## src/rtl/bpc_pkg.sv

```systemverilog
// Shared types and constants for the byte pattern counter.
package bpc_pkg;

	localparam int DATA_W        = 8;
	localparam int LEN_W         = 4;
	localparam int CNT_W         = 16;
	localparam int PAT_W         = 64;
	localparam int CFG_IDX_W     = 1;
	localparam int OUT_TDATA_W   = 56;

	localparam int MAX_PATTERN_DEF  = 8;
	localparam int MAX_SEQUENCE_DEF = 65536;

	// configuration register indexes
	localparam logic [CFG_IDX_W-1:0] REG_PATTERN_BYTES  = 1'b0;
	localparam logic [CFG_IDX_W-1:0] REG_PATTERN_LENGTH = 1'b1;

	typedef struct packed {
		logic             match_here;
		logic [CNT_W-1:0] match_start;
		logic [CNT_W-1:0] match_count;
		logic             found_any;
		logic [CNT_W-1:0] first_index;
		logic             prefix_match;
		logic             suffix_match;
		logic             sequence_end;
	} result_t;

endpackage

```

## src/rtl/bpc_cell.sv

```systemverilog
// One window cell: holds one recent byte and compares its incoming byte.
module bpc_cell (
	input  logic                       clk,
	input  logic                       shift_en,
	input  logic [bpc_pkg::DATA_W-1:0] din,
	input  logic [bpc_pkg::DATA_W-1:0] pattern_byte,
	input  logic                       active,
	output logic [bpc_pkg::DATA_W-1:0] dout,
	output logic                       hit
);

	logic [bpc_pkg::DATA_W-1:0] byte_q;

	// window content is only trusted once enough bytes of a sequence arrived
	always_ff @(posedge clk) begin
		if (shift_en) begin
			byte_q <= din;
		end
	end

	assign dout = byte_q;
	// inactive cells lie beyond the separator length and always agree
	assign hit  = !active || (din == pattern_byte);

endmodule

```

## src/rtl/bpc_tracker.sv

```systemverilog
// Per-sequence tracking: position, overlap blocking, counts and flags.
module bpc_tracker #(
	parameter int MAX_PATTERN  = bpc_pkg::MAX_PATTERN_DEF,
	parameter int MAX_SEQUENCE = bpc_pkg::MAX_SEQUENCE_DEF
) (
	input  logic                      clk,
	input  logic                      arst_n,
	input  logic                      step,
	input  logic                      window_hit,
	input  logic [bpc_pkg::LEN_W-1:0] len,
	input  logic                      last,
	output bpc_pkg::result_t          result
);

	localparam int POS_W = $clog2(MAX_SEQUENCE + 1);
	localparam int BLK_W = (MAX_PATTERN > 1) ? $clog2(MAX_PATTERN) : 1;
	localparam int EXT_W = (POS_W > bpc_pkg::CNT_W) ? POS_W : bpc_pkg::CNT_W + 1;
	localparam logic [POS_W-1:0] POS_MAX = POS_W'(MAX_SEQUENCE);

	logic [POS_W-1:0]          position_q;
	logic [BLK_W-1:0]          block_q, block_d;
	logic [bpc_pkg::CNT_W-1:0] count_q, count_d;
	logic [bpc_pkg::CNT_W-1:0] first_q, first_d;
	logic                      seen_q, seen_d;
	logic                      prefix_q, prefix_d;

	logic [bpc_pkg::LEN_W-1:0] len_m1;
	logic [POS_W-1:0]          len_m1_ext;
	logic [POS_W-1:0]          start;
	logic [EXT_W-1:0]          start_ext;
	logic [bpc_pkg::CNT_W-1:0] start_sat;
	logic                      raw;
	logic                      counted;

	assign len_m1     = len - bpc_pkg::LEN_W'(1);
	assign len_m1_ext = POS_W'(len_m1);
	assign raw        = window_hit && (len != '0) && (position_q >= len_m1_ext);
	assign start      = position_q - len_m1_ext;
	assign start_ext  = EXT_W'(start);
	assign start_sat  = (start_ext > EXT_W'({bpc_pkg::CNT_W{1'b1}})) ?
		'1 : start_ext[bpc_pkg::CNT_W-1:0];

	always_comb begin
		counted = 1'b0;
		block_d = block_q;
		if (block_q != '0) begin
			block_d = block_q - BLK_W'(1);
		end else if (raw) begin
			counted = 1'b1;
			block_d = len_m1[BLK_W-1:0];
		end
		count_d  = (counted && (count_q != '1)) ? count_q + bpc_pkg::CNT_W'(1) : count_q;
		seen_d   = seen_q || counted;
		first_d  = (counted && !seen_q) ? start_sat : first_q;
		prefix_d = prefix_q || (raw && (position_q == len_m1_ext));
	end

	always_comb begin
		result.match_here   = counted;
		result.match_start  = counted ? start_sat : '0;
		result.match_count  = count_d;
		result.found_any    = seen_d;
		result.first_index  = seen_d ? first_d : '0;
		result.prefix_match = prefix_d;
		result.suffix_match = last && raw;
		result.sequence_end = last;
	end

	always_ff @(posedge clk or negedge arst_n) begin
		if (!arst_n) begin
			position_q <= '0;
			block_q    <= '0;
			count_q    <= '0;
			first_q    <= '0;
			seen_q     <= 1'b0;
			prefix_q   <= 1'b0;
		end else if (step) begin
			if (last) begin
				position_q <= '0;
				block_q    <= '0;
				count_q    <= '0;
				first_q    <= '0;
				seen_q     <= 1'b0;
				prefix_q   <= 1'b0;
			end else begin
				if (position_q < POS_MAX) begin
					position_q <= position_q + POS_W'(1);
				end
				block_q  <= block_d;
				count_q  <= count_d;
				first_q  <= first_d;
				seen_q   <= seen_d;
				prefix_q <= prefix_d;
			end
		end
	end

endmodule

```

## src/rtl/byte_pattern_counter_core.sv

```systemverilog
// Byte pattern counter: streams bytes through a window and counts separator hits.
//
// Each accepted byte shifts into a row of MAX_PATTERN window cells; every cell
// compares the byte it takes in against its separator byte, so the full window
// compare is done in the cycle the item is accepted. A tracker then applies
// leftmost non-overlapping counting (after a counted hit, no hit may end in the
// next length-1 bytes), records the first start index and the prefix flag, and
// on the item marked tlast reports the suffix flag and restarts the sequence.
// Exactly one result item leaves per input item, in the cycle after acceptance;
// the block takes one item per cycle, limited only by the single output
// register, which stalls input just when it is full and not being drained.
// Start indices and the count saturate at 65535; a length of 0 never matches,
// one above MAX_PATTERN acts as MAX_PATTERN. Configuration (separator bytes at
// index 0, length at index 1) must be written only while idle (not enforced).
module byte_pattern_counter_core #(
	parameter int MAX_PATTERN  = bpc_pkg::MAX_PATTERN_DEF,
	parameter int MAX_SEQUENCE = bpc_pkg::MAX_SEQUENCE_DEF
) (
	input  logic                              clk,
	input  logic                              arst_n,
	// configuration write channel
	input  logic                              cfg_valid,
	output logic                              cfg_ready,
	input  logic [bpc_pkg::CFG_IDX_W-1:0]     cfg_index,
	input  logic [bpc_pkg::PAT_W-1:0]         cfg_data,
	// byte input
	input  logic                              s_axis_tvalid,
	output logic                              s_axis_tready,
	input  logic [bpc_pkg::DATA_W-1:0]        s_axis_tdata,  // [7:0] data_byte
	input  logic                              s_axis_tlast,  // last_byte
	// result output
	output logic                              m_axis_tvalid,
	input  logic                              m_axis_tready,
	// [0] match_here, [16:1] match_start, [32:17] match_count, [33] found_any,
	// [49:34] first_index, [50] prefix_match, [51] suffix_match, [55:52] zero
	output logic [bpc_pkg::OUT_TDATA_W-1:0]   m_axis_tdata,
	output logic                              m_axis_tlast   // sequence_end
);

	localparam int IDX_W = (MAX_PATTERN > 1) ? $clog2(MAX_PATTERN) : 1;

	logic [bpc_pkg::PAT_W-1:0] pattern_bytes_q;
	logic [bpc_pkg::LEN_W-1:0] pattern_length_q;
	logic [bpc_pkg::LEN_W-1:0] eff_len;

	logic                      in_accept;
	logic [bpc_pkg::DATA_W-1:0] cell_din [MAX_PATTERN];
	logic [bpc_pkg::DATA_W-1:0] cell_dout [MAX_PATTERN];
	logic [MAX_PATTERN-1:0]     cell_hit;

	bpc_pkg::result_t result;
	bpc_pkg::result_t out_q;
	logic             out_valid_q;

	// configuration is always taken
	assign cfg_ready = 1'b1;

	always_ff @(posedge clk or negedge arst_n) begin
		if (!arst_n) begin
			pattern_bytes_q  <= '0;
			pattern_length_q <= bpc_pkg::LEN_W'(1);
		end else if (cfg_valid) begin
			unique case (cfg_index)
				bpc_pkg::REG_PATTERN_BYTES:  pattern_bytes_q  <= cfg_data;
				bpc_pkg::REG_PATTERN_LENGTH: pattern_length_q <= cfg_data[bpc_pkg::LEN_W-1:0];
				default: ;
			endcase
		end
	end

	assign eff_len = (pattern_length_q > bpc_pkg::LEN_W'(MAX_PATTERN)) ?
		bpc_pkg::LEN_W'(MAX_PATTERN) : pattern_length_q;

	// input is taken whenever the output register is free or being drained
	assign s_axis_tready = !out_valid_q || m_axis_tready;
	assign in_accept     = s_axis_tvalid && s_axis_tready;

	// window chain: cell 0 takes the new byte, cell j the byte j items back
	for (genvar j = 0; j < MAX_PATTERN; j++) begin : g_cell
		logic [bpc_pkg::LEN_W-1:0] k_full;
		logic [IDX_W-1:0]          k;
		logic                      active;

		if (j == 0) begin : g_head
			assign cell_din[j] = s_axis_tdata;
		end else begin : g_link
			assign cell_din[j] = cell_dout[j-1];
		end

		// cell j meets separator byte length-1-j
		assign active = bpc_pkg::LEN_W'(j) < eff_len;
		assign k_full = eff_len - bpc_pkg::LEN_W'(1) - bpc_pkg::LEN_W'(j);
		assign k      = k_full[IDX_W-1:0];

		bpc_cell u_cell (
			.clk          (clk),
			.shift_en     (in_accept),
			.din          (cell_din[j]),
			.pattern_byte (pattern_bytes_q[bpc_pkg::DATA_W*k +: bpc_pkg::DATA_W]),
			.active       (active),
			.dout         (cell_dout[j]),
			.hit          (cell_hit[j])
		);
	end

	bpc_tracker #(
		.MAX_PATTERN  (MAX_PATTERN),
		.MAX_SEQUENCE (MAX_SEQUENCE)
	) u_tracker (
		.clk        (clk),
		.arst_n     (arst_n),
		.step       (in_accept),
		.window_hit (&cell_hit),
		.len        (eff_len),
		.last       (s_axis_tlast),
		.result     (result)
	);

	// output register
	always_ff @(posedge clk or negedge arst_n) begin
		if (!arst_n) begin
			out_valid_q <= 1'b0;
		end else if (in_accept) begin
			out_valid_q <= 1'b1;
		end else if (m_axis_tready) begin
			out_valid_q <= 1'b0;
		end
	end

	always_ff @(posedge clk) begin
		if (in_accept) begin
			out_q <= result;
		end
	end

	assign m_axis_tvalid = out_valid_q;
	assign m_axis_tlast  = out_q.sequence_end;
	assign m_axis_tdata  = {4'b0000,
		out_q.suffix_match,
		out_q.prefix_match,
		out_q.first_index,
		out_q.found_any,
		out_q.match_count,
		out_q.match_start,
		out_q.match_here};

endmodule

```

## config.mk

```make
export PLATFORM = sky130hd
export DESIGN_NAME = byte_pattern_counter_core
export DESIGN_NICKNAME = d
export VERILOG_FILES = /design/src/rtl/bpc_pkg.sv /design/src/rtl/bpc_cell.sv /design/src/rtl/bpc_tracker.sv /design/src/rtl/byte_pattern_counter_core.sv
export SDC_FILE = /design/constraint.sdc
export NUM_CORES = 1
export LEC_CHECK = 0
export BUFFER_PORTS_ARGS = -buffer_cell sky130_fd_sc_hd__buf_2
export CAP_MARGIN = 20
export CORE_MARGIN = 2
export CORE_UTILIZATION = 55
export CTS_CLUSTER_SIZE = 25
export DETAILED_ROUTE_END_ITERATION = 16
export GPL_ROUTABILITY_DRIVEN = 0
export GPL_TIMING_DRIVEN = 1
export PLACE_DENSITY = 0.78
export SYNTH_ARGS = -nofsm -noshare
export SYNTH_HDL_FRONTEND = slang
export SYNTH_SLANG_ARGS = --single-unit
```

## constraint.sdc

```tcl
create_clock -name clk -period 6 [get_ports clk]
set_input_delay 1.2 -clock clk [delete_from_list [all_inputs] [get_ports clk]]
set_output_delay 1.2 -clock clk [all_outputs]
set_load 0.02 [all_outputs]
```

==> metrics.md <==
| Metric | Value |
|---|---|
| Chip width | `166 um` |
| Wire per inst | `22.1 um` |
| Commonest non-fill, non-tap cell in the layout | `buf_2` |
| Total CTS buffers | `24` |
| GRT Overall Usage | `0.287` |
| Worst slew margin | `0.271` |
| CTS tree | `yes` |
| Via count | `12000` |
| Status | `finished clean` |
| Critical path's largest stage delay | `0.64 ns` |
| Synthesized instance count | `1369` |
| P&R area growth vs syn | `11.9%` |
| # hold bufs at CTS | `0` |
| Ys flop type | `dfrtp_1` |
| Die area | `27600 um^2` |
| Total Neg Setup Slack | `0 ns` |
| Tightest Pin Transition | `1.09 ns` |
| ANT nets after route | `0` |
| #FFs+latches synth | `232` |
| Req. time, crit path | `6.38 ns` |
| CP max-delay cell | `buf_4` |
| Setup crit start kind | `register` |
| Grt total ovfl | `0` |
| Layout cells sized above 1 | `0.227` |
| Most frequent CP cell | `buf_4` |
| Post-layout util | `0.624` |
| DP HPWL | `28.3 mm` |
| Reg clk slew, reported paths | `0.07 ns` |
| Fin. Hold Viols | `0` |
| Largest net degree at the start of global routing | `77` |
| Maximum clock insertion buffer count | `3` |
| Crit end category | `register` |
| Seq/Total Area, Yosys | `0.440` |
| Fin nets | `1555` |
| Max cap viols | `0` |
| Max-slew violations | `0` |
| Maximum VDD drop | `0.251 mV` |
| Leak pwr | `6.56 nW` |
| Initial drt markers | `1553` |
| Clock Sinks | `232` |
| Synth warn | `0` |
| Post-synth ARST share | `0.530` |
| DRC | `0` |
| Crit path cell chain | `nand2b_4 > buf_4 > inv_2 > buf_4 > mux2i_1 > xnor2_1 > o21ai_0 > a21oi_1 > o41ai_1 > nand3_1 > a211oi_4 > buf_4 > and2_1 > o21ai_0` |
| Mapped Area | `14500 um^2` |
| CTS root buf | `clkbuf_16` |
| Period utilization | `0.917` |
| Hold Path Class | `reg2reg` |
| Setup Skew | `0.0168 ns` |
| Post-Route WL | `40.1 mm` |
| Crit-path max FO | `56` |
| Postcts setup bufs | `0` |
| Worst Slack Setup Final | `0.500 ns` |
| H-tree depth | `1` |
| Core ar. | `25900 um^2` |
| Setup slack at placement | `0.576 ns` |
| Final setup viols | `0` |
| Initial Util | `0.558` |
| Global-route wire length before repair | `63.7 mm` |
| Vias per std cell | `6.62` |
| Cell Pwr Density | `328 nW/um^2` |
| Floorplan row count | `59` |
| Vias in the first global route | `11600` |
| PostCTS Resize Cnt | `0` |
| # IOs | `139` |
| Mean Syn Cell Area | `10.6 um^2` |
| Pre-Repair DR Iteration Count | `6` |
| Post-synth EDFFs | `109` |
| FMAX | `0.182 GHz` |
| Crit path arrival time | `5.88 ns` |
| Initial antenna violation count | `2` |
| Netlist cell types | `79` |
| Min cycle time layout | `5.50 ns` |
| Commonest non-fill, non-tap cells in the layout | `buf_2 (133), dfrtp_1 (122), nor2_1 (120)` |
| RSZ-0062 raised after global routing | `no` |
| Die height | `166 um` |
| Worst-Skew Late Latency | `0.54 ns` |
| WS Path Type | `reg2reg` |
| Port Buf Inserts | `133` |
## cell type report
| class | instances | area (um^2) |
|---|---|---|
| diodes | 2 | 5.00 |
| fillers | 2068 | 9750 |
| multi-input cells | 996 | 7530 |
| clock inverters | 14 | 108 |
| well taps | 335 | 419 |
| flip-flops and latches | 232 | 6360 |
| clock buffers | 30 | 674 |
| inverters | 45 | 171 |
| repair buffers | 162 | 903 |
## stage by stage
stage	hold slack, ns	instances	instance area (um^2)	power (mW)
2_1_floorplan	0.424	1372	14500	3.28
3_3_place_gp	0.457	1768	15300	3.73
3_5_place_dp	0.446	1768	15300	3.78
4_1_cts	0.474	1812	16100	5.26
5_1_grt	0.493	1816	16200	5.51
6_report	0.468	1816	16200	5.31
## report_power, final
| group | internal (mW) | switching (mW) |
|---|---|---|
| registers | 1.80 | 0.224 |
| logic | 0.786 | 1.01 |
| clock network | 0.840 | 0.643 |
## synthesized netlist by cell type, types with 6 or more instances
library cell	instances	area (um^2)
a31o_2	8	70.1
nor2b_1	16	100
a21o_1	6	45.0
and2_1	6	37.5
a21oi_1	29	145
edfxtp_1	109	3270
o31ai_1	22	165
buf_4	7	52.6
inv_1	43	161
nor3_1	23	115
o2111ai_1	12	105
buf_2	18	90.1
a22o_1	7	61.3
nand2b_1	17	106
nand2_1	112	420
nor2_1	120	450
or3_1	16	100
o211ai_1	7	52.6
o22ai_1	20	125
xnor2_1	70	613
buf_1	14	52.6
a211oi_1	12	90.1
xor2_1	44	385
nand4_1	17	106
a32o_1	7	70.1
mux2_2	77	867
o21a_1	8	60.1
nor4_1	13	81.3
a31oi_1	6	37.5
o21ai_0	56	280
nand3_1	24	120
mux2i_1	57	571
clkbuf_1	59	221
ha_1	14	175
dfrtp_1	122	3050
mux4_2	40	901
nor3b_1	19	143
and3_1	20	125
## registers in the layout, summed over array words and instances, names as in the netlist, 3 cells and up
register              flops
pattern_bytes_q          64
u_tracker.block_q         3
g_cell.u_cell.dout       56
u_tracker.count_q        16
u_tracker.position_q     17
m_axis_tdata             52
u_tracker.first_q        16
pattern_length_q          4
## layer usage
layer	wire length [um]	up-vias	global-route usage
met2	18600	771	0.460
met1	15400	5814	0.381
met3	3990	180	0.0541
li1	-	5259	-
met4	2150	0	0.130
met5	0	-	0
## critical path: cells and delay by family (launching register included)
family | cells | cell delay, ns
DFF | 1 | 0.60
xor gates and xnor gates | 1 | 0.11
and+or+nand+nor | 3 | 1.00
muxes | 1 | 0.34
buffers and inverters | 4 | 1.72
AOI/OAI and AO/OA | 5 | 1.52
## final timing paths
check,start,end,slack (ns),depth (start not counted)
min in group asynchronous,arst_n,pattern_length_q[3]$_DFFE_PN0P_,0.60,1
setup / recovery,pattern_length_q[3]$_DFFE_PN0P_,u_tracker.first_q[14]$_DFFE_PN0P_,0.50,14
hold reg to reg,g_cell[1].u_cell.dout[3]$_DFFE_PP_,g_cell[2].u_cell.dout[3]$_DFFE_PP_,0.47,0
setup reg to reg,pattern_length_q[3]$_DFFE_PN0P_,u_tracker.first_q[14]$_DFFE_PN0P_,0.50,14
max in group asynchronous,arst_n,u_tracker.first_q[15]$_DFFE_PN0P_,4.33,2
hold / removal,g_cell[1].u_cell.dout[3]$_DFFE_PP_,g_cell[2].u_cell.dout[3]$_DFFE_PP_,0.47,0
## kinds of logic after synthesis
logic type                 share of synthesized area
and+or+nand+nor                                0.148
AOI/OAI and AO/OA                              0.127
DFF                                            0.440
muxes                                          0.162
buffers and inverters                         0.0413
xor gates and xnor gates                      0.0691
adders and majority gates                     0.0135
other                                       0.000520
No activity file was read; power rests on OpenSTA's default activity.
